===== src/hw/rtl/cmns_pkg.sv =====
// ----------------------------------------------------------------------------
// Clockwise-most neighbor select: package
// Widths, item types and the queue entry shared by the front and back parts.
// ----------------------------------------------------------------------------
package cmns_pkg;

    localparam int INDEX_BITS = 16;
    localparam int COORD_BITS = 24;

    typedef logic signed [COORD_BITS-1:0]   t_coord;
    typedef logic signed [2*COORD_BITS-1:0] t_prod;
    typedef logic [INDEX_BITS-1:0]          t_index;

    // Direction used when the query has no incoming vertex: (0, -1).
    localparam t_coord DEF_DIR_X = '0;
    localparam t_coord DEF_DIR_Y = '1;

    localparam logic OP_CW  = 1'b0;
    localparam logic OP_CCW = 1'b1;

    typedef struct packed {
        logic   op;
        logic   query_start;
        logic   has_previous;
        t_coord back_dx;
        t_coord back_dy;
        logic   present;
        logic   neighbour_is_previous;
        t_index neighbour_index;
        t_coord neighbour_dx;
        t_coord neighbour_dy;
        logic   last;
    } t_in_item;

    typedef struct packed {
        logic   found;
        t_index chosen_index;
    } t_out_item;

    // Classified item passed from the front part to the back part.
    typedef struct packed {
        logic   start;
        logic   mode;
        logic   eligible;
        logic   cur_pos;   // sign of cross(cur, a) is positive
        logic   cur_neg;   // sign of cross(cur, a) is negative
        t_index index;
        t_coord dx;
        t_coord dy;
        logic   last;
    } t_q_entry;

endpackage


===== src/hw/rtl/cmns_if.sv =====
// ----------------------------------------------------------------------------
// Clockwise-most neighbor select: channel interfaces
// Valid/ready channels for neighbor items and for query results.
// ----------------------------------------------------------------------------
interface cmns_in_if import cmns_pkg::*; ();
    logic     valid;
    logic     ready;
    t_in_item data;

    modport source (output valid, output data, input ready);
    modport sink   (input valid, input data, output ready);
endinterface



===== src/hw/rtl/cmns_front.sv =====
// ----------------------------------------------------------------------------
// Clockwise-most neighbor select: front part
// Accepts items, tracks the query direction and classifies each neighbor.
// ----------------------------------------------------------------------------
module cmns_front import cmns_pkg::*; (
    input  logic     i_clk,
    input  logic     i_rst_n,
    cmns_in_if.sink  i_in,
    input  logic     i_full,
    output logic     o_push,
    output t_q_entry o_entry
);

    logic   r_mode, n_mode;
    logic   r_prev, n_prev;
    t_coord r_dir_x, n_dir_x;
    t_coord r_dir_y, n_dir_y;
    t_prod  w_p;
    t_prod  w_q;
    t_in_item w_it;

    // No transfer is taken while the block is held in reset.
    assign w_it       = i_in.data;
    assign i_in.ready = i_rst_n && !i_full;
    assign o_push     = i_in.valid && i_in.ready;

    always_comb begin
        n_mode  = r_mode;
        n_prev  = r_prev;
        n_dir_x = r_dir_x;
        n_dir_y = r_dir_y;
        if (w_it.query_start) begin
            n_mode = w_it.op;
            n_prev = w_it.has_previous;
            if (w_it.has_previous) begin
                n_dir_x = w_it.back_dx;
                n_dir_y = w_it.back_dy;
            end else begin
                n_dir_x = DEF_DIR_X;
                n_dir_y = DEF_DIR_Y;
            end
        end
    end

    // cross(cur, a) = cur.x * a.y - cur.y * a.x, compared as two exact products.
    assign w_p = n_dir_x * w_it.neighbour_dy;
    assign w_q = n_dir_y * w_it.neighbour_dx;

    always_comb begin
        o_entry.start    = w_it.query_start;
        o_entry.mode     = n_mode;
        o_entry.eligible = w_it.present && !(n_prev && w_it.neighbour_is_previous);
        o_entry.cur_pos  = w_p > w_q;
        o_entry.cur_neg  = w_p < w_q;
        o_entry.index    = w_it.neighbour_index;
        o_entry.dx       = w_it.neighbour_dx;
        o_entry.dy       = w_it.neighbour_dy;
        o_entry.last     = w_it.last;
    end

    always_ff @(posedge i_clk) begin
        if (!i_rst_n) begin
            r_mode  <= OP_CW;
            r_prev  <= 1'b0;
            r_dir_x <= '0;
            r_dir_y <= '0;
        end else if (o_push) begin
            r_mode  <= n_mode;
            r_prev  <= n_prev;
            r_dir_x <= n_dir_x;
            r_dir_y <= n_dir_y;
        end
    end

endmodule


===== src/flat_wrapper.sv =====
// flat-port wrapper written by rule: the top's interface ports become plain ports
module cmns_front_flat import cmns_pkg::*;
  (i_clk, i_rst_n, i_full, o_push, o_entry, i_in_valid, i_in_data, i_in_ready);
  cmns_in_if i_in_i ();
  input  logic i_clk;
  input  logic i_rst_n;
  input  logic i_full;
  output logic o_push;
  output t_q_entry o_entry;
  input wire logic [$bits(i_in_i.valid)-1:0] i_in_valid;
  input wire logic [$bits(i_in_i.data)-1:0] i_in_data;
  output wire logic [$bits(i_in_i.ready)-1:0] i_in_ready;
  assign i_in_i.valid = i_in_valid;
  assign i_in_i.data = i_in_data;
  assign i_in_ready = i_in_i.ready;
  cmns_front u_core (.i_clk(i_clk), .i_rst_n(i_rst_n), .i_in(i_in_i), .i_full(i_full), .o_push(o_push), .o_entry(o_entry));
endmodule

===== config.mk =====
export PLATFORM = sky130hd
export DESIGN_NAME = cmns_front_flat
export DESIGN_NICKNAME = d
export VERILOG_FILES = /design/src/hw/rtl/cmns_pkg.sv /design/src/hw/rtl/cmns_if.sv /design/src/hw/rtl/cmns_front.sv /design/src/flat_wrapper.sv
export SDC_FILE = /design/constraint.sdc
export NUM_CORES = 2
export LEC_CHECK = 0
export ABC_CLOCK_PERIOD_IN_PS = 24300
export BUFFER_PORTS_ARGS = -buffer_cell sky130_fd_sc_hd__clkbuf_2
export CORE_AREA = 2 2 325 327
export CTS_CLUSTER_DIAMETER = 50
export CTS_CLUSTER_SIZE = 24
export DETAILED_ROUTE_END_ITERATION = 8
export DIE_AREA = 0 0 327 329
export GPL_TIMING_DRIVEN = 0
export PLACE_DENSITY = 0.66
export SETUP_SLACK_MARGIN = 0.05
export SYNTH_ARGS = -nofsm -noshare
export SYNTH_HDL_FRONTEND = slang
export SYNTH_SLANG_ARGS = --single-unit

===== constraint.sdc =====
create_clock -name i_clk -period 24.3 [get_ports i_clk]
set_input_delay 2.43 -clock i_clk [delete_from_list [all_inputs] [get_ports i_clk]]
set_output_delay 2.43 -clock i_clk [all_outputs]
set_load 0.05 [all_outputs]

# == After elaboration in Yosys (flattened, before gate mapping) ==
# Index checks and enable logic that the tools add are counted.
# W data, S select, Z words.
# word_totals
ff_bits,50
in_bits,122
out_inout_bits,72
word_cells,20
# op_classes
mul,2
magnitude_cmp,2
muxes,6
n_reduce_logical,6
# ops
cell,count
$mul A24 B24 Y48,2
$mux W24,4
$gt A48 B48 Y1,1
$lt A48 B48 Y1,1
$logic_and A1 B1 Y1,4
$logic_not A1 Y1,2
$mux W1,2

# == Longest topological paths before layout ==
# logic_depth
word_depth,4
depth_mapped,42
ltp_nobuf,38

# == Worst setup path after synthesis ==
# OpenSTA, ideal clock, no wires.
# synth_path
kind,in2out
startpoint,input port i_in_data[116]
endpoint,output port o_entry[65] in the netlist's numbering
t_arrival_ns,11.596
setup_slack_ns,10.274
stages,39
path_cell_list,and2_1 clkbuf_1 clkbuf_1 nand2_1 o21ai_0 clkbuf_1 nand2_1 fa_1 fa_1 inv_1 fa_1 inv_1 fa_1 inv_1 fa_1 fa_1 inv_1 fa_1 [3 not listed] a21oi_1 o21ai_1 a2111oi_2 o21ai_1 a21oi_2 o21bai_1 a41o_1 a21oi_1 xnor2_1 ha_1 a21o_1 a21o_1 a21o_1 a21o_1 a211oi_1 o22ai_1 or3b_1 xor2_1
# synth_rtl
item,line_no,text
"start, declared",flat_wrapper.sv:11,input wire logic [$bits(i_in_i.data)-1:0] i_in_data;
"end, declared",flat_wrapper.sv:9,output t_q_entry o_entry;

==> parameters.txt <==
Parameter                              Value

Clock tree
  Number of buffers added for setup after CTS    0
  Count of hold-fix buffers inserted at cts    0
  Maximum level of the CTS H-tree    2
  Maximum count of clock buffers along a single path    2
  Root Buffer    sky130_fd_sc_hd__clkbuf_16
  Inserted Clock Buffers    5
  Later-pin clock latency in the skew report    0.33 ns
  Clock-pin slew reported for the worst setup and hold paths after clock tree synthesis    0.08 ns
  PostCTS Resize Cnt    0
  CTS tree    done
  Total number of clock tree sinks    50

Place
  Final GP Congestion    0.994
  Post-placement worst setup slack    7.21 ns
  Sum of net half-perimeters after detailed placement    127000 µm
  Post-Place Cells    6712
  Port Buffers    175

Logic synthesis
  Proportion of synthesized chip area in sequential cells    2.16%
  Xor and xnor area share after synthesis    1.92%
  Area share of the leading cell type in the synthesized netlist    52.3%
  Post-synthesis cell type with the largest combined area    sky130_fd_sc_hd__fa_1
  Number of enable flip-flop cells after synthesis    0
  Dominant combinational cell family by area after synthesis    adder cells
  Fraction of synthesized area in multiplexers    0.0243%
  Most used DFF post-synth    sky130_fd_sc_hd__dfxtp_1
  Adder-cell area share of the yosys netlist    60.9%
  Share of synthesized cell area in and, or, nand and nor gates    15.6%
  Mean instance size in the synthesized netlist    9.02 µm²
  Synth cell types    67
  Area of the mapped netlist    46400 µm²
  Warnings from Yosys    0
  Synthesized flop and latch total    50
  Count of mapped cells out of synthesis    5146
  Syn_nets    6798
  Synth area leaders    sky130_fd_sc_hd__fa_1 52%, sky130_fd_sc_hd__inv_1 10%, sky130_fd_sc_hd__ha_1 8.5%
  Share of flip-flops with an asynchronous set or reset after synthesis    0%
  Compound-Gate Fraction of Synth Area    6.26%
  Commonest cells in the netlist    1251 x sky130_fd_sc_hd__inv_1, 1214 x sky130_fd_sc_hd__fa_1, 637 x sky130_fd_sc_hd__nand2_1, 589 x sky130_fd_sc_hd__and2_1, 316 x sky130_fd_sc_hd__ha_1
  Count leader, synth    sky130_fd_sc_hd__inv_1

Worst setup path
  Crit path DAT    15.10 ns
  Sum of buffers and inverters on the critical path    10
  Worst r2r src    u_core.r_dir_y[5]
  WP data required    21.87 ns
  Family with the most delay on the worst path    adder cells
  Register-to-Register Setup Slack    23.31 ns
  Depth of the worst register-to-register path    2
  Category of the worst setup path launch point    primary input
  Type of the worst setup path    primary input to output pin
  Launch point of the critical path    i_in_data[116]
  Reg2Reg Capture Point    u_core.r_dir_y[5]
  Delay of the slowest cell on the worst path    0.96 ns
  Critical-path top delay cell    sky130_fd_sc_hd__a221oi_1
  Sort of element at the end of the critical path    output pin
  CP max FO    10
  Most common cell on crit path    sky130_fd_sc_hd__fa_1

Timing
  Min setup slack post-route    6.77 ns
  Setup TNS after final layout    0 ns
  Max_slew headroom    -0.703%
  Fmax achieved    57.0 MHz
  Post-route fraction of the period consumed by the critical path    72.1%
  Hold Violations, Final    0
  Total count of max-transition violations in the final report    1
  RSZ-0062 raised after global routing    no
  Final Skew    0 ns
  Final setup fails    0
  Least-Margin Pin Slew    1.49 ns
  Shortest period the worst path allows    17.53 ns

Global routing
  Number of global-route vias before repair    37.5k
  Maximum number of pins on one net before global-route repair    17
  Global route total overflow    0
  First-pass GRT wire length    225000 µm
  Combined global-route utilization of all metal layers    28.2%
  Number of antenna violations at the first check in global routing    15

Routing
  DR vias/cell    5.29
  Drt total wl    147000 µm
  Per-cell routed wire length    21.9 µm
  DRC Markers    0
  Number of detailed-route iterations in the first pass    6
  Iter 0 DRT Violations    2544
  Number of nets still failing antenna checks after routing    0
  Total number of vias    35.6k

Status
  Violations in the final reports    capacitance limit, slew limit
  Outcome    finished, violations left

Hold path
  Min-delay src    u_core.r_mode
  WHS Endpoint    u_core.r_mode
  Hold crit path type    flop to flop
  Number of instances on the worst hold path    2

Finish
  Core utilization of the finished layout    47.2%
  Area of the multi-input gates    39300 µm²
  Filler instances    10.1k
  Non-filler cells, final    6724
  Net count reported at finish    6980
  P&R area growth vs syn    6.04%
  Fraction of layout cells with a size suffix above 1    5.07%
  Combined flip-flop and latch cell area    1000 µm²

Floorplanning
  Core region area    104000 µm²
  Die width    327 µm
  Total Die Area    108000 µm²
  Number of top-level pins    194
  Vertical die dimension    329 µm
  # rows    119
  Starting utilization of the core area    44.5%

Flow run
  Max-capacitance violation count    1
-- cell families after synthesis --
group | Yosys count
xor gates and xnor gates | 102
muxes | 1
and+or+nand+nor | 1447
adders and majority gates | 1530
buffers and inverters | 1564
DFF | 50
AOI/OAI and AO/OA | 452
-- how the worst max path moves through the flow --
| stage | cells after the start | end | slack (ns) |
|---|---|---|---|
| finish | 36 | o_entry[65] | 6.77 |
| floorplan | 39 | o_entry[65] | 10.27 |
| detailed placement | 35 | o_entry[65] | 7.21 |
| global route | 35 | o_entry[65] | 6.34 |
| global placement | 35 | o_entry[65] | 7.21 |
| CTS | 35 | o_entry[65] | 7.18 |
-- per-layer routing --
layer  global-route usage (%)  part of all wire [%]  wire length, µm
met1                     38.4                    41            59800
met2                     44.8                    46            67000
met3                     5.87                   9.2            13500
met4                     10.3                   4.5             6620
met5                        0                 0.038               56
-- per-stage QoR --
step                cell area (µm²)  hold slack, ns
finish                        49200           0.463
global route                  49200           0.489
CTS                           49200           0.463
detailed placement            49000           0.452
global placement              49000           0.446
floorplan                     46400           0.433
-- cell type report --
cell class                 count  area share, %
antenna                        4         0.0203
buffer                       313           2.91
clock buffer                   6          0.282
clock inverter                 2         0.0788
inverter                    1251           9.54
multi-input combinational   3532           79.8
sequential                    50           2.03
tap                         1391           3.54
timing repair buffer         175           1.78
-- tightest hold or removal path, cell delays in order, from the launching register on --
cell and delay [ns]:
sky130_fd_sc_hd__dfxtp_1 0.32, sky130_fd_sc_hd__nand2_1 0.05, sky130_fd_sc_hd__o21ai_0 0.06
-- cells in the final DEF (no fill, tap or decap), types with 24 or more instances in the layout --
cell type / instances
sky130_fd_sc_hd__a21o_1: 56
sky130_fd_sc_hd__a21oi_1: 93
sky130_fd_sc_hd__and2_1: 589
sky130_fd_sc_hd__buf_4: 67
sky130_fd_sc_hd__clkbuf_1: 229
sky130_fd_sc_hd__clkbuf_2: 175
sky130_fd_sc_hd__dfxtp_1: 50
sky130_fd_sc_hd__fa_1: 1214
sky130_fd_sc_hd__ha_1: 316
sky130_fd_sc_hd__inv_1: 1251
sky130_fd_sc_hd__nand2_1: 637
sky130_fd_sc_hd__nand3_1: 77
sky130_fd_sc_hd__nor2_1: 54
sky130_fd_sc_hd__o21a_1: 37
sky130_fd_sc_hd__o21ai_0: 118
sky130_fd_sc_hd__o22a_1: 24
sky130_fd_sc_hd__o22ai_1: 27
sky130_fd_sc_hd__xnor2_1: 72
sky130_fd_sc_hd__xor2_1: 30
-- state kept, by name (all words and copies together), names as in the netlist --
signal,count
u_core.r_dir_x,24
u_core.r_dir_y,24
u_core.r_mode,1
u_core.r_prev,1
Power is left out: the tool's default activity adds up to more than one toggle a clock period on the data nets, which glitch-free logic cannot reach.
