File: config.mk
export PLATFORM = sky130hd
export DESIGN_NAME = cmns_back_flat
export DESIGN_NICKNAME = d
export VERILOG_FILES = /design/src/hw/rtl/cmns_pkg.sv /design/src/hw/rtl/cmns_if.sv /design/src/hw/rtl/cmns_back.sv /design/src/flat_wrapper.sv
export SDC_FILE = /design/constraint.sdc
export NUM_CORES = 2
export LEC_CHECK = 0
export BUFFER_PORTS_ARGS = -buffer_cell sky130_fd_sc_hd__buf_2
export CORE_MARGIN = 8
export CORE_UTILIZATION = 45
export CTS_CLUSTER_DIAMETER = 120
export CTS_CLUSTER_SIZE = 24
export DETAILED_ROUTE_END_ITERATION = 8
export PLACE_DENSITY = 0.57
export SKIP_CTS_REPAIR_TIMING = 1
export SKIP_LAST_GASP = 1
export SYNTH_ARGS = -nofsm -noshare
export SYNTH_HDL_FRONTEND = slang
export SYNTH_SLANG_ARGS = --single-unit
File: constraint.sdc
create_clock -name i_clk -period 13.3 [get_ports i_clk]
set_input_delay 0.665 -clock i_clk [delete_from_list [all_inputs] [get_ports i_clk]]
set_output_delay 0.665 -clock i_clk [all_outputs]
set_load 0.01 [all_outputs]
File: src/hw/rtl/cmns_pkg.sv
// ----------------------------------------------------------------------------
// Clockwise-most neighbor select: package
// Widths, item types and the queue entry shared by the front and back parts.
// ----------------------------------------------------------------------------
package cmns_pkg;

    localparam int INDEX_BITS = 16;
    localparam int COORD_BITS = 24;

    typedef logic signed [COORD_BITS-1:0]   t_coord;
    typedef logic signed [2*COORD_BITS-1:0] t_prod;
    typedef logic [INDEX_BITS-1:0]          t_index;

    // Direction used when the query has no incoming vertex: (0, -1).
    localparam t_coord DEF_DIR_X = '0;
    localparam t_coord DEF_DIR_Y = '1;

    localparam logic OP_CW  = 1'b0;
    localparam logic OP_CCW = 1'b1;

    typedef struct packed {
        logic   op;
        logic   query_start;
        logic   has_previous;
        t_coord back_dx;
        t_coord back_dy;
        logic   present;
        logic   neighbour_is_previous;
        t_index neighbour_index;
        t_coord neighbour_dx;
        t_coord neighbour_dy;
        logic   last;
    } t_in_item;

    typedef struct packed {
        logic   found;
        t_index chosen_index;
    } t_out_item;

    // Classified item passed from the front part to the back part.
    typedef struct packed {
        logic   start;
        logic   mode;
        logic   eligible;
        logic   cur_pos;   // sign of cross(cur, a) is positive
        logic   cur_neg;   // sign of cross(cur, a) is negative
        t_index index;
        t_coord dx;
        t_coord dy;
        logic   last;
    } t_q_entry;

endpackage

File: src/hw/rtl/cmns_if.sv


interface cmns_out_if import cmns_pkg::*; ();
    logic      valid;
    logic      ready;
    t_out_item data;

    modport source (output valid, output data, input ready);
    modport sink   (input valid, input data, output ready);
endinterface

File: src/hw/rtl/cmns_back.sv
// ----------------------------------------------------------------------------
// Clockwise-most neighbor select: back part
// Holds the best candidate, applies the selection rules and issues results.
// ----------------------------------------------------------------------------
module cmns_back import cmns_pkg::*; (
    input  logic       i_clk,
    input  logic       i_rst_n,
    input  logic       i_valid,
    input  t_q_entry   i_entry,
    output logic       o_pop,
    cmns_out_if.source o_out
);

    t_coord r_best_x;
    t_coord r_best_y;
    t_index r_best_idx, n_best_idx;
    logic   r_have, n_have;
    logic   r_convex, n_convex;
    logic   n_take;
    logic   w_have;
    t_index w_idx;
    t_prod  w_p;
    t_prod  w_q;
    logic   w_bpos;
    logic   w_bneg;
    logic   w_sel;

    logic      r_out_valid;
    t_out_item r_out;

    assign o_pop       = i_valid && (!r_out_valid || o_out.ready);
    assign o_out.valid = r_out_valid;
    assign o_out.data  = r_out;

    // A query start clears the candidate before this item is considered.
    assign w_have = r_have && !i_entry.start;
    assign w_idx  = i_entry.start ? '0 : r_best_idx;

    // cross(best, a); cross(a, best) is its negation.
    assign w_p    = r_best_x * i_entry.dy;
    assign w_q    = r_best_y * i_entry.dx;
    assign w_bpos = w_p > w_q;
    assign w_bneg = w_p < w_q;

    always_comb begin
        if (i_entry.mode == OP_CW) begin
            if (r_convex) begin
                w_sel = w_bpos && i_entry.cur_neg;
            end else begin
                w_sel = i_entry.cur_neg || w_bpos;
            end
        end else begin
            if (r_convex) begin
                w_sel = i_entry.cur_pos || w_bneg;
            end else begin
                w_sel = w_bneg && i_entry.cur_pos;
            end
        end
    end

    always_comb begin
        n_take = 1'b0;
        if (i_entry.eligible) begin
            if (!w_have) begin
                n_take = 1'b1;
            end else if (i_entry.index != w_idx) begin
                n_take = w_sel;
            end
        end
        n_have     = w_have || n_take;
        n_best_idx = n_take ? i_entry.index : w_idx;
        // The new candidate is convex when cross(a, cur) >= 0.
        n_convex   = n_take ? !i_entry.cur_pos : (r_convex && !i_entry.start);
    end

    always_ff @(posedge i_clk) begin
        if (!i_rst_n) begin
            r_best_x   <= '0;
            r_best_y   <= '0;
            r_best_idx <= '0;
            r_have     <= 1'b0;
            r_convex   <= 1'b0;
        end else if (o_pop) begin
            r_best_idx <= n_best_idx;
            r_have     <= n_have;
            r_convex   <= n_convex;
            if (n_take) begin
                r_best_x <= i_entry.dx;
                r_best_y <= i_entry.dy;
            end
        end
    end

    always_ff @(posedge i_clk) begin
        if (!i_rst_n) begin
            r_out_valid <= 1'b0;
        end else if (o_pop && i_entry.last) begin
            r_out_valid <= 1'b1;
        end else if (o_out.ready) begin
            r_out_valid <= 1'b0;
        end
    end

    always_ff @(posedge i_clk) begin
        if (o_pop && i_entry.last) begin
            r_out.found        <= n_have;
            r_out.chosen_index <= n_have ? n_best_idx : '0;
        end
    end

endmodule

File: src/flat_wrapper.sv
// flat-port wrapper written by rule: the top's interface ports become plain ports
module cmns_back_flat import cmns_pkg::*;
  (i_clk, i_rst_n, i_valid, i_entry, o_pop, o_out_valid, o_out_data, o_out_ready);
  cmns_out_if o_out_i ();
  input  logic i_clk;
  input  logic i_rst_n;
  input  logic i_valid;
  input  t_q_entry i_entry;
  output logic o_pop;
  output wire logic [$bits(o_out_i.valid)-1:0] o_out_valid;
  output wire logic [$bits(o_out_i.data)-1:0] o_out_data;
  input wire logic [$bits(o_out_i.ready)-1:0] o_out_ready;
  assign o_out_valid = o_out_i.valid;
  assign o_out_data = o_out_i.data;
  assign o_out_i.ready = o_out_ready;
  cmns_back u_core (.i_clk(i_clk), .i_rst_n(i_rst_n), .i_valid(i_valid), .i_entry(i_entry), .o_pop(o_pop), .o_out(o_out_i));
endmodule
Yosys cells after proc, flatten, opt, wreduce, memory -nomap -nowiden
Index checks and enable logic that the tools add are counted.
W data, S select, Z words.
- reductions and logical operators: 15
- equal/unequal tests: 1
- divide/modulo/power cells: 0
- bitwise operators: 0
- multiply operators: 2
- $lt $le $gt $ge: 2
- multiplexer cells: 11
- shift-type cells: 0
- add/sub/neg operators: 0
- operators with widths (operator ; count):
    $mul A24 B24 Y48 ; 2
    $gt A48 B48 Y1 ; 1
    $lt A48 B48 Y1 ; 1
    $mux W16 ; 2
    $ne A16 B16 Y1 ; 1
    $mux W1 ; 9
    $logic_and A1 B1 Y1 ; 6
    $logic_or A1 B1 Y1 ; 4
    $logic_not A1 Y1 ; 3
    $reduce_and A2 Y1 ; 1
    $reduce_bool A2 Y1 ; 1
- bits in registers: 84
- bits in latches: 0
- logic and storage cells: 39
- RAM bits: 0
- memory bits (read-only): 0
- input port bits: 74
- memories kept: 0

Depth between registers and ports, before layout
- depth after elaboration: 9
- depth in mapped cells: 41
- mapped depth without buffers: 37

Worst setup path after synthesis
No wires, ideal clock.
- kind: in2reg
- start point: input i_entry[28] (netlist bit)
- end point: register u_core.r_out (netlist bit u_core.o_out.data[10]) (data pin)
- path slack: 3.294 ns
- setup time: 0.256 ns
- arrival time: 9.750 ns
- buffers on the path: 4
- data required time: 13.044 ns
- stages on the path: 38
- path through: clkbuf_1 clkbuf_1 nand2_1 fa_1 inv_1 fa_1 inv_1 fa_1 fa_1 inv_1 fa_1 fa_1 inv_1 fa_1 inv_1 ha_1 a21o_1 a21o_1 [2 not listed] a221oi_1 o21ai_0 a21oi_1 o31ai_1 or4_1 and4_1 ha_1 inv_2 or3_1 or3_1 a221o_1 and3_1 a41oi_2 nand3_1 o21ba_1 buf_2 buf_6 a22o_1
- longest elaborated chain between the ends: 9
- elaborated cells on any way between the ends: 15
- classes of those cells: 1 x mul; 2 x order compare; 7 x mux; 5 x reduce/logical
- ends and longest elaborated chain (what ; RTL line ; RTL):
    start: declaration ; flat_wrapper.sv:8 ; input t_q_entry i_entry;
    $mul A24 B24 Y48 * ; cmns_back.sv:41 ; assign w_q = r_best_y * i_entry.dx;
    $gt A48 B48 Y1 / $lt A48 B48 Y1 (equally long branches) ; cmns_back.sv:42, cmns_back.sv:43 ;
    $logic_or A1 B1 Y1, or another cell as far along ; cmns_back.sv:50 ; w_sel = i_entry.cur_neg || w_bpos;
    $mux W1, on equally long branches ; cmns_back.sv:47, cmns_back.sv:53 ;
    $mux W1 * ; cmns_back.sv:46 ; if (i_entry.mode == OP_CW) begin
    $mux W1 * ; cmns_back.sv:66 ; end else if (i_entry.index != w_idx) begin
    $mux W1 * ; cmns_back.sv:64 ; if (!w_have) begin
    $mux W1 * ; cmns_back.sv:63 ; if (i_entry.eligible) begin
    $mux W16 / $logic_or A1 B1 Y1 (equally long branches) ; cmns_back.sv:71, cmns_back.sv:70 ;
    end: declaration ; cmns_back.sv:29 ; t_out_item r_out;
Every way passes the cells marked *; elsewhere a longest branch is shown, timed or not.
A chain may end at the register's enable or synchronous reset.

Final worst setup path
- start point: register u_core.r_best_y[8]
- end point: register u_core.r_best_x[12]
- longest elaborated chain between the ends: 9
- elaborated cells on any way between the ends: 14
- classes of those cells: 1 x mul; 2 x order compare; 6 x mux; 5 x reduce/logical
- ends and longest elaborated chain (what ; RTL line ; RTL):
    start: declaration ; cmns_back.sv:15 ; t_coord r_best_y;
    start signal: assignment ; cmns_back.sv:89 ; r_best_y <= i_entry.dy;
    $mul A24 B24 Y48 * ; cmns_back.sv:41 ;
    $gt A48 B48 Y1 / $lt A48 B48 Y1 (equally long branches) ; cmns_back.sv:42, cmns_back.sv:43 ;
    $logic_or A1 B1 Y1, or another cell as far along ; cmns_back.sv:50 ;
    $mux W1, on equally long branches ; cmns_back.sv:47, cmns_back.sv:53 ;
    $mux W1 * ; cmns_back.sv:46 ;
    $mux W1 * ; cmns_back.sv:66 ;
    $mux W1 * ; cmns_back.sv:64 ;
    $mux W1 * ; cmns_back.sv:63 ;
    $reduce_and A2 Y1 (no source line) * ; - ;
    end signal: assignment ; cmns_back.sv:88 ; r_best_x <= i_entry.dx;
    end: declaration ; cmns_back.sv:14 ; t_coord r_best_x;
Marks and branches as above.

==> results.json <==
{
  "core_um2": 103500,
  "max_freq_mhz": 87.65,
  "wire_per_inst_um": 19.60,
  "start_util_pct": 45.30,
  "firstDrtPassIters": 5,
  "wirelength_um": 125400,
  "fin_crit_sh_pct": 85.78,
  "fin_hold_ws_ns": 0.5232,
  "netlist.area_leader.share_pct": 51.84,
  "die_area_um2": 114800,
  "num_vias": 32960,
  "synth_top_cells_by_area": "fa_1 (52%), inv_1 (9.8%), ha_1 (8.4%)",
  "fin_setup_tns_ns": 0,
  "cpMostUsedCell": "fa_1",
  "netlist_area_um2": 46880,
  "synth.distinct_cells": 70,
  "status": "finished, final reports clean",
  "ys_seq_area_share_pct": 3.950,
  "regArea_um2": 1854,
  "yosysWarnings": 0,
  "postLayoutCoreUtil_pct": 47.21,
  "relSlewSlack_pct": 25.79,
  "grt_antenna_before_repair": 14,
  "worst_ep_arrival_time_ns": 11.70,
  "gp_congestion": 0.8404,
  "clock-sinks": 84,
  "clkSlewWorstSetupHoldPaths_ns": 0.07,
  "yosysTopAreaCell": "fa_1",
  "drtIter0Drc": 1431,
  "finClkSkew_ns": 0.01197,
  "dieWidth_um": 338.8,
  "multi_input_area_um2": 39440,
  "drc": 0,
  "cp_max_fo": 62,
  "avgSynthCellArea_um2": 9.218,
  "dp_hpwl_um": 100900,
  "cp_slowest_cell": "dfxtp_1",
  "design_area_um2": 48860,
  "clockBufferDepth": 2,
  "drv_slew": 0,
  "viasPerCell": 5.149,
  "cts_buffers": 9,
  "syn_to_final_growth_pct": 4.211,
  "grt_use_total_pct": 22.66,
  "slowest_delay_ns": 0.81,
  "die_h_um": 338.8,
  "grt_max_degree": 69,
  "grt_pass1_wl_um": 206000,
  "final_nets": 6612,
  "synthCells": 5086,
  "portBuffers": 92,
  "rows": 118,
  "reg2reg_slack_ns": 1.89,
  "synth-edff-count": 17,
  "ant_nets": 0,
  "path_buf_inv": 9,
  "hp-class": "reg -> reg",
  "overflow": 0,
  "grt_pass1_vias": 37220,
  "tightest_slew_ns": 1.105,
  "crit_family": "adder cells",
  "synth_ff_type": "dfxtp_1",
  "layout_min_cycle_time_ns": 11.41,
  "final_hold_viol_count": 0,
  "cp-end-kind": "flop",
  "fillers": 10100,
  "async_flop_share_pct": 0,
  "maxCapViolCount": 0,
  "clock_latency_ns": 0.37,
  "htree_levels": 3,
  "rsz0062_at_grt": "no",
  "syn_nets": 6690,
  "ios": 93,
  "dpl_cell_area_um2": 48530,
  "synth_seq_cells": 84,
  "crit_required_ns": 13.59,
  "cts_root_buf": "clkbuf_16",
  "drive_gt1_share_pct": 3.531,
  "critPathKind": "reg -> reg",
  "startpoint_type": "flop",
  "finalSetupViolCount": 0,
  "cts_tree": "yes"
}
==> metrics by stage <==
| step | setup slack (ns) | std cells |
|---|---|---|
| 6_report | 1.891 | 6400 |
| 5_1_grt | 1.210 | 6396 |
| 4_1_cts | 2.000 | 6393 |
| 3_5_place_dp | 1.866 | 6377 |
| 3_3_place_gp | 2.014 | 6377 |
| 2_1_floorplan | 3.294 | 5086 |
==> kinds of logic (layout without fill, tap and decap cells) <==
| kind of cell | Yosys count | after routing | share of synthesized area (%) |
|---|---|---|---|
| buffers and inverters | 1466 | 1393 | 11.94 |
| AO/OA/AOI/OAI | 335 | 335 | 4.857 |
| multiplexers | 50 | 50 | 1.067 |
| flip-flops | 84 | 84 | 3.950 |
| other | 0 | 7 | 0 |
| AND/OR/NAND/NOR | 1507 | 1507 | 15.79 |
| adder cells (fa/ha/maj) | 1530 | 1530 | 60.27 |
| XOR/XNOR | 114 | 114 | 2.130 |
==> cell type report <==
type	count	share of cell area, %
tap	1380	3.534
clock buffer	10	0.4891
multi-input combinational	3536	80.73
timing repair buffer	148	1.834
inverter	1229	9.442
clock inverter	6	0.1434
sequential	84	3.795
antenna	7	0.03585
==> metal layers <==
layer	share of wire [%]	track usage, %
met5	0.050	0
met4	3.2	6.222
met3	4.2	2.833
met2	51	40.86
met1	41	28.55
==> worst paths after layout <==
kind / from / to / cells past startpoint
setup / recovery: u_core.r_best_y[8] / u_core.r_best_x[12] / 38
hold / removal: u_core.r_convex / u_core.r_convex / 2
setup reg to reg: u_core.r_best_y[8] / u_core.r_best_x[12] / 38
hold reg to reg: u_core.r_convex / u_core.r_convex / 2
==> synthesized netlist by cell type (all sizes together) (16+ instances only) <==
cell type  number
a22o           16
a21o           59
inv          1229
and2          564
xor2           32
nor2           88
nand2b         31
ha            316
fa           1214
a31oi          17
nand4          18
o21ai          50
nand3          23
nand2         724
o2bb2ai        17
dfxtp          67
edfxtp         17
mux2i          50
clkbuf        226
a21oi          90
xnor2          82
==> worst min-delay path, delay by kind of cell, from the launching register on <==
family           cells  cell delay [ns]
AO/OA/AOI/OAI        1             0.06
flip-flops           1             0.34
AND/OR/NAND/NOR      1             0.07
==> state kept, by name, indices dropped and copies added, names as in the netlist <==
| register | cells |
|---|---|
| u_core.o_out.data | 17 |
| u_core.o_out.valid | 1 |
| u_core.r_best_idx | 16 |
| u_core.r_best_x | 24 |
| u_core.r_best_y | 24 |
| u_core.r_convex | 1 |
| u_core.r_have | 1 |
==> cells in the final DEF, fill, tap and decap left out, types with 50 or more instances in the layout <==
| cell | count |
|---|---|
| a21o_1 | 59 |
| fa_1 | 1214 |
| and2_1 | 564 |
| dfxtp_1 | 65 |
| a21oi_1 | 90 |
| nand2_1 | 724 |
| ha_1 | 316 |
| xnor2_1 | 82 |
| buf_2 | 91 |
| nor2_1 | 88 |
| buf_4 | 56 |
| mux2i_1 | 50 |
| inv_1 | 1228 |
Power is left out: the tool's default activity adds up to more than one toggle a clock period on the data nets, which glitch-free logic cannot reach.
