### config.mk
export PLATFORM = sky130hd
export DESIGN_NAME = cmns_queue
export DESIGN_NICKNAME = d
export VERILOG_FILES = /design/src/hw/rtl/cmns_pkg.sv /design/src/hw/rtl/cmns_queue.sv
export SDC_FILE = /design/constraint.sdc
export NUM_CORES = 1
export LEC_CHECK = 0
export ABC_AREA = 0
export BUFFER_PORTS_ARGS = -buffer_cell sky130_fd_sc_hd__clkbuf_2
export CAP_MARGIN = 40
export CORE_MARGIN = 2
export CORE_UTILIZATION = 34
export CTS_CLUSTER_SIZE = 28
export DETAILED_ROUTE_END_ITERATION = 8
export HOLD_SLACK_MARGIN = 0.05
export MAX_ROUTING_LAYER = met4
export SLEW_MARGIN = 15
export SYNTH_ARGS = -nofsm -noshare
export SYNTH_HDL_FRONTEND = slang
export SYNTH_SLANG_ARGS = --single-unit
### constraint.sdc
create_clock -name i_clk -period 11.9 [get_ports i_clk]
set_clock_uncertainty 0.05 [all_clocks]
set_input_delay 0.595 -clock i_clk [delete_from_list [all_inputs] [get_ports i_clk]]
set_output_delay 0.595 -clock i_clk [all_outputs]
set_load 0.02 [all_outputs]
### src/hw/rtl/cmns_pkg.sv
// ----------------------------------------------------------------------------
// Clockwise-most neighbor select: package
// Widths, item types and the queue entry shared by the front and back parts.
// ----------------------------------------------------------------------------
package cmns_pkg;

    localparam int INDEX_BITS = 16;
    localparam int COORD_BITS = 24;

    typedef logic signed [COORD_BITS-1:0]   t_coord;
    typedef logic signed [2*COORD_BITS-1:0] t_prod;
    typedef logic [INDEX_BITS-1:0]          t_index;

    // Direction used when the query has no incoming vertex: (0, -1).
    localparam t_coord DEF_DIR_X = '0;
    localparam t_coord DEF_DIR_Y = '1;

    localparam logic OP_CW  = 1'b0;
    localparam logic OP_CCW = 1'b1;

    typedef struct packed {
        logic   op;
        logic   query_start;
        logic   has_previous;
        t_coord back_dx;
        t_coord back_dy;
        logic   present;
        logic   neighbour_is_previous;
        t_index neighbour_index;
        t_coord neighbour_dx;
        t_coord neighbour_dy;
        logic   last;
    } t_in_item;

    typedef struct packed {
        logic   found;
        t_index chosen_index;
    } t_out_item;

    // Classified item passed from the front part to the back part.
    typedef struct packed {
        logic   start;
        logic   mode;
        logic   eligible;
        logic   cur_pos;   // sign of cross(cur, a) is positive
        logic   cur_neg;   // sign of cross(cur, a) is negative
        t_index index;
        t_coord dx;
        t_coord dy;
        logic   last;
    } t_q_entry;

endpackage

### src/hw/rtl/cmns_queue.sv
// ----------------------------------------------------------------------------
// Clockwise-most neighbor select: decoupling queue
// Two-entry queue of classified items between the front and back parts.
// ----------------------------------------------------------------------------
module cmns_queue import cmns_pkg::*; (
    input  logic     i_clk,
    input  logic     i_rst_n,
    input  logic     i_push,
    input  t_q_entry i_entry,
    input  logic     i_pop,
    output logic     o_full,
    output logic     o_valid,
    output t_q_entry o_entry
);

    t_q_entry   r_mem [2];
    logic       r_wr_ptr;
    logic       r_rd_ptr;
    logic [1:0] r_count;

    assign o_full  = r_count == 2'd2;
    assign o_valid = r_count != 2'd0;
    assign o_entry = r_mem[r_rd_ptr];

    always_ff @(posedge i_clk) begin
        if (i_push) begin
            r_mem[r_wr_ptr] <= i_entry;
        end
    end

    always_ff @(posedge i_clk) begin
        if (!i_rst_n) begin
            r_wr_ptr <= 1'b0;
            r_rd_ptr <= 1'b0;
            r_count  <= 2'd0;
        end else begin
            if (i_push) begin
                r_wr_ptr <= !r_wr_ptr;
            end
            if (i_pop) begin
                r_rd_ptr <= !r_rd_ptr;
            end
            case ({i_push, i_pop})
                2'b10:   r_count <= r_count + 2'd1;
                2'b01:   r_count <= r_count - 2'd1;
                default: r_count <= r_count;
            endcase
        end
    end

endmodule

### Word-level counts from Yosys, hierarchy flattened

Memory sizes are Yosys's and may differ from the RTL's. A register that Yosys moved wholly into a read port is not among the register bits.
Index checks and enable logic that the tools add are counted.

* output and inout port bits: 72
* ROM bits: 0
* memory bits (writable): 140
* memories: 1
* bits in latches: 0
* word-level logic and storage cells: 18
* register bits after elaboration: 4

* $add $sub $neg: 2
* $mul: 0
* $lt $le $gt $ge: 0
* div/mod/pow operators: 0
* bitwise operators: 0
* equal/unequal tests: 3
* reduce and logical (&&, ||, !) cells: 4
* shift-type cells: 0
* mux-type cells: 5

Memories
* r_mem: depth 2, bits a word 70, read ports 1, clocked after Yosys merged registers in 1, write ports 1, RTL line cmns_queue.sv:16 `t_q_entry r_mem [2];`

Operators with widths (count)
* 2-bit equality test, second input constant: 2
* 1-bit two-way mux: 4
* 2-bit case mux with 2 select lines: 1
* 2-bit nonzero test: 2
* 2-bit by 1-bit adder with 2-bit output, second input constant: 1
* 2-bit by 1-bit equality test with 1-bit output, second input constant: 1
* 1-bit zero test: 2
* 2-bit by 1-bit subtractor with 2-bit output, second input constant: 1

### Longest topological paths before layout

Gate-level depths: netlist of the first run.

* word-level depth: 3
* depth in mapped cells: 5
* depth with buffers taken out: 5

### Worst setup path after synthesis of the first run

OpenSTA, ideal clock, no wires.

* kind: input-to-reg
* from: input port i_push
* to: memory r_mem[0][0] (netlist name), enable pin
* slack: 7.729 ns
* stages on the path: 2
* arrival: 3.619 ns
* cells stage by stage: inv_1 -> nor2_1

* cells in the longest elaborated chain, start to end: 2

RTL lines
* start: declaration: RTL line cmns_queue.sv:8 `input logic i_push,`
* 1-bit two-way mux: RTL line cmns_queue.sv:26 `if (i_push) begin`
* 1-bit two-way mux (implied by the code): RTL line cmns_queue.sv:27 `r_mem[r_wr_ptr] <= i_entry;`
* end: declaration: RTL line cmns_queue.sv:16

No other way between the ends.

==> impl_metrics.py, run 1 <==
metrics = {
    "synthesis": {
        "netlist_top_cells_area": "edfxtp_1, mux2_2, dfxtp_1",
        "synth_top_family_by_area": "multiplexers",
        "ys_seq_area_frac": 0.820,
        "synthArstFlopShare": 0,
        "synthSimpleGateAreaFrac": 0.0107,
        "yosysTopAreaCellShare": 0.801,
        "muxShareOfSynthArea": 0.150,
        "synth_fa_ha_area_frac": 0.00238,
        "postSynthCellCount": 240,
        "syn_area_mm2": 0.00525,
        "synth_warnings": 0,
        "synthXorXnorAreaFrac": 0.00500,
        "synth-compound-area-share": 0.00381,
        "synth_nets": 315,
        "synth_flop_cell": "edfxtp_1",
        "synth-edff-count": 140,
        "avgSynthCellArea_um2": 21.9,
        "yosys.area.top_type": "edfxtp_1",
        "yosysUniqueCellTypes": 17,
        "synth_seq_cells": 145,
    },
    "timing": {
        "setup_tns_ns": 0,
        "hold_viol": 0,
        "slew_viol_final": 0,
        "finalSetupViolations": 0,
        "fmax_mhz": 393,
        "max_slew.worst_pin.slew_ns": 0.740,
        "min_period_over_period": 0.214,
        "rsz0062_at_grt": "no",
        "min_period_ns": 2.54,
        "slew_headroom": 0.506,
        "finalWorstSetupSlack_ns": 9.36,
    },
    "power_and_ir_drop": {
        "power_density_mw_per_mm2": 181,
        "irDropWorstVdd_v": 0.0000892,
        "p_leak_nw": 2.56,
    },
    "worst_setup_path": {
        "reg2regPathDepth": 2,
        "critPathTopFamily": "flip-flops",
        "setup.worst_path.class": "reg -> out",
        "endpoint": "o_entry[32]",
        "crit-reg2reg-launch": "r_wr_ptr$_SDFFE_PN0P_",
        "worst_path_max_delay_cell": "dfxtp_4",
        "cp_cell_sequence": "buf_16 > mux2_2 > clkbuf_2",
        "cp.buffers_inverters": 2,
        "crit_path_end_kind": "primary output",
        "critical_path_arrival_ns": 1.90,
        "r2r_end": "r_mem[0][11]$_DFFE_PP_",
        "slowest_delay_ns": 0.63,
        "crit_cells": 3,
        "cp-start-kind": "register",
        "critPathRequiredTime_ns": 11.26,
        "crit_fanout": 41,
        "r2r_slack_ns": 9.88,
    },
    "cts": {
        "h-tree-depth": 4,
        "cts_buffers": 17,
        "postCtsResizedCells": 0,
        "cts_setup_buffers": 0,
        "clk_latency_ns": 0.40,
        "clock_path_buffers": 2,
        "hold_buffers": 0,
        "cts-root-buf": "clkbuf_16",
        "cts.sinks": 145,
        "cts_tree": "done",
        "clkSlewWorstSetupHoldPaths_ns": 0.06,
    },
    "grt": {
        "grt_pass1_vias": 2904,
        "antenna_found_initial": 0,
        "grt_pass1_wl_mm": 14.5,
        "grt_max_degree": 53,
        "grt_usage": 0.123,
        "overflow": 0,
    },
    "placement": {
        "place_area_mm2": 0.00624,
        "routabilityCongestion": 0.664,
        "dpl.hpwl_mm": 6.14,
        "pre_cts_slack_ns": 9.38,
        "portBuffers": 145,
    },
    "final_layout": {
        "post-route-util": 0.449,
        "n_antenna_cell": 0,
        "drive_gt1_frac": 0.604,
        "fin_nets": 474,
        "finalInstanceArea_mm2": 0.00680,
        "area_delta_synth_final_pct": 29.4,
    },
    "floorplan": {
        "coreArea_mm2": 0.0151,
        "die_w_um": 128,
        "initial_core_util": 0.347,
        "std_cell_rows": 45,
        "io_pins": 146,
        "die-area_mm2": 0.0165,
        "die_h_um": 128,
    },
    "route": {
        "drc_errors": 0,
        "drt-total-wl_mm": 9.65,
        "final_antenna_net_count": 0,
        "vias": 2724,
        "drt_iter0_markers": 128,
        "firstDrtPassIters": 4,
        "vias_per_cell": 4.54,
        "wl_per_cell_um": 16.1,
    },
    "outcome": {
        "status": "finished, final reports clean",
    },
    "worst_hold_path": {
        "hold_class": "in -> reg",
    },
    "flow_run": {
        "maxCapViolCount": 0,
    },
}
cell usage after synthesis, types with 2 or more instances:
cell type  count
and2_1         4
buf_2          8
dfxtp_1        5
xnor2_1        2
mux2_2        70
edfxtp_1     140
where the power goes:
part | switching [mW] | internal [mW] | total, mW
clock network | 0.194 | 0.305 | 0.499
logic | 0.0756 | 0.0556 | 0.131
registers | 0.0105 | 0.590 | 0.600
per-stage QoR:
stage | hold WS (ns) | instances | power (mW)
after CTS | 0.300 | 600 | 1.25
after floorplan | 0.411 | 240 | 0.693
after global routing | 0.301 | 600 | 1.28
final | 0.326 | 600 | 1.23
after detailed placement | 0.455 | 568 | 0.745
after global placement | 0.437 | 566 | 0.739
final cells by class:
cell class	instances	area, um^2
multi-input cells	86	913
inverters	1	3.75
clock inverters	12	118
flip-flops and latches	145	4310
well taps	188	235
fillers	1320	8350
clock buffers	20	437
repair buffers	148	781
state kept, by name, summed over array words and instances (netlist names), named ones only:
signal,cells
r_count,2
r_wr_ptr,1
r_rd_ptr,1
r_mem,140
cell families (layout without fill, tap and decap cells):
family | count (synthesis) | in the layout
DFF | 145 | 145
muxes | 70 | 70
and+or+nand+nor | 9 | 9
adders and majority gates | 1 | 1
AOI/OAI and AO/OA | 3 | 3
xor gates and xnor gates | 3 | 3
buffers and inverters | 9 | 181
layer usage:
metal | routed length [um] | vias up | GRT usage
met4 | 108 | 0 | 0.0465
li1 | - | 1260 | -
met3 | 584 | 9 | 0.0434
met5 | 0 | - | -
met2 | 4790 | 87 | 0.196
met1 | 4170 | 1368 | 0.143
how the worst min path moves through the flow:
stage | from | end | slack [ns] | cells after the start
after detailed placement | r_count[1]$_SDFFE_PN0P_ | r_count[1]$_SDFFE_PN0P_ | 0.45 | 2
after floorplan | r_count[1]$_SDFFE_PN0P_ | r_count[1]$_SDFFE_PN0P_ | 0.41 | 2
after CTS | i_entry[44] | r_mem[0][44]$_DFFE_PP_ | 0.30 | 1
after global placement | r_count[1]$_SDFFE_PN0P_ | r_count[1]$_SDFFE_PN0P_ | 0.44 | 2
final | i_entry[62] | r_mem[1][62]$_DFFE_PP_ | 0.33 | 1
after global routing | i_entry[3] | r_mem[0][3]$_DFFE_PP_ | 0.30 | 1
cell usage in the layout, fill, tap and decap left out, types with 2 or more instances in the layout:
cell	Yosys	final
and2_1	4	3
mux2_2	70	70
clkinv_2	0	3
dfxtp_1	5	4
bufinv_16	0	2
clkbuf_2	0	145
edfxtp_1	140	140
clkbuf_16	0	17
clkinv_1	0	3
clkinvlp_4	0	3
xnor2_1	2	2
clkbuf_1	0	3
No activity file was read; power rests on OpenSTA's default activity.
==> run 2, diff against run 1 <==
==> constraint.sdc (replaced) <==
create_clock -name i_clk -period 2.5 [get_ports i_clk]
set_clock_uncertainty 0.05 [all_clocks]
set_input_delay 0.125 -clock i_clk [delete_from_list [all_inputs] [get_ports i_clk]]
set_output_delay 0.125 -clock i_clk [all_outputs]
set_load 0.02 [all_outputs]
==> impl_metrics.py, run 2 (synthesis results as in run 1) <==
metrics = {
    "floorplan": {
        "die_h_um": 128,
        "std_cell_rows": 45,
        "io_pins": 146,
        "die-area_mm2": 0.0165,
        "die_w_um": 128,
        "coreArea_mm2": 0.0151,
        "initial_core_util": 0.347,
    },
    "cts": {
        "cts_setup_buffers": 0,
        "postCtsResizedCells": 0,
        "clk_latency_ns": 0.41,
        "cts.sinks": 145,
        "cts_buffers": 17,
        "h-tree-depth": 4,
        "clkSlewWorstSetupHoldPaths_ns": 0.06,
        "cts_tree": "done",
        "cts-root-buf": "clkbuf_16",
        "clock_path_buffers": 2,
    },
    "final_layout": {
        "largest_reg_flops": 140,
        "regMostFlops": "r_mem",
        "area_delta_synth_final_pct": 43.7,
        "register_area_mm2": 0.00431,
        "reg.largest.list": "r_mem x140, r_count x2",
        "multi_input_area_um2": 913,
        "drive_gt1_frac": 0.522,
        "stdcell_count": 675,
        "post-route-util": 0.498,
        "layout_commonest_cell": "clkbuf_2",
        "final_cell_mix": "clkbuf_2, edfxtp_1, dlygate4sd3_1",
        "fin_nets": 549,
        "n_antenna_cell": 0,
        "n_fill_cell": 1307,
    },
    "worst_setup_path": {
        "worst_path_max_delay_cell": "dfxtp_4",
        "crit-reg2reg-launch": "r_wr_ptr$_SDFFE_PN0P_",
        "critPathTopFamily": "flip-flops",
        "cp_cell_sequence": "buf_4 > mux2_2 > clkbuf_2",
        "crit_fanout": 29,
        "setup.worst_path.class": "reg -> out",
        "cp-start-kind": "register",
        "crit_path_end_kind": "primary output",
        "critical_path_arrival_ns": 1.92,
        "slowest_delay_ns": 0.62,
        "cp.buffers_inverters": 2,
        "critPathRequiredTime_ns": 2.33,
    },
    "route": {
        "drt-total-wl_mm": 10.0,
        "wl_per_cell_um": 14.9,
        "vias_per_cell": 4.39,
        "vias": 2962,
        "firstDrtPassIters": 4,
        "drt_iter0_markers": 152,
        "final_antenna_net_count": 0,
        "drc_errors": 0,
    },
    "grt": {
        "grt_pass1_vias": 3286,
        "overflow": 0,
        "antenna_found_initial": 0,
        "grt_pass1_wl_mm": 15.6,
        "grt_max_degree": 71,
        "grt_usage": 0.133,
    },
    "placement": {
        "portBuffers": 145,
        "dp.cells": 570,
        "routabilityCongestion": 0.681,
        "dpl.hpwl_mm": 6.18,
    },
    "worst_hold_path": {
        "min_from": "i_push",
        "hold_class": "in -> reg",
    },
    "timing": {
        "slew_headroom": 0.651,
        "rsz0062_at_grt": "no",
        "setup_tns_ns": 0,
        "slew_viol_final": 0,
        "hold_viol": 0,
        "finalSetupViolations": 0,
        "fmax_mhz": 477,
        "min_period_ns": 2.10,
        "min_period_over_period": 0.839,
        "max_slew.worst_pin.slew_ns": 0.524,
    },
    "power_and_ir_drop": {
        "p_leak_nw": 2.89,
        "irDropWorstVdd_v": 0.000416,
        "power.total_mw": 5.96,
        "power_density_mw_per_mm2": 790,
    },
    "flow_run": {
        "maxCapViolCount": 0,
    },
    "outcome": {
        "status": "finished, final reports clean",
    },
}
run 2: final timing paths:
| check | endpoint | slack [ns] | depth (start not counted) |
|---|---|---|---|
| worst min register to register | r_count[1]$_SDFFE_PN0P_ | 0.47 | 2 |
| worst min-delay path | r_mem[1][50]$_DFFE_PP_ | 0.29 | 2 |
| worst max-delay path | o_entry[61] | 0.40 | 3 |
| worst max register to register | r_mem[1][13]$_DFFE_PP_ | 0.89 | 2 |
run 2: stage by stage:
step / worst slack (ns) / instance area, um^2 / hold slack (ns)
floorplan: -0.0131 / 5260 / 0.174
global placement: 0.808 / 6250 / 0.265
detailed placement: 0.798 / 6250 / 0.268
CTS: 0.330 / 7540 / 0.301
global route: 0.277 / 7540 / 0.333
finish: 0.403 / 7540 / 0.294
run 2: area by class of cell:
cell class,count,area share
Tap cell,188,0.0312
Sequential cell,145,0.571
Clock inverter,11,0.0153
Inverter,1,0.000498
Multi-Input combinational cell,86,0.121
Timing Repair Buffer,223,0.201
Clock buffer,21,0.0597
run 2: power by group:
part	switching (mW)	internal [mW]	total (mW)	leakage, nW
Sequential	0.0492	2.81	2.86	1.36
Combinational	0.379	0.339	0.718	1.26
Clock	0.904	1.48	2.39	0.269
run 2: repair_timing:
action                                  4_1_cts  5_1_grt
endpoints found under the setup margin        0        0
endpoints found under the hold margin       145        0
hold buffers                                 73        0
run 2: metal layers:
metal  GRT usage  share of wire  up-vias
li1            -              -     1418
met1       0.143           0.41     1421
met2       0.216           0.50      102
met3      0.0455          0.058       21
met4      0.0711          0.026        0
met5           -              0        -
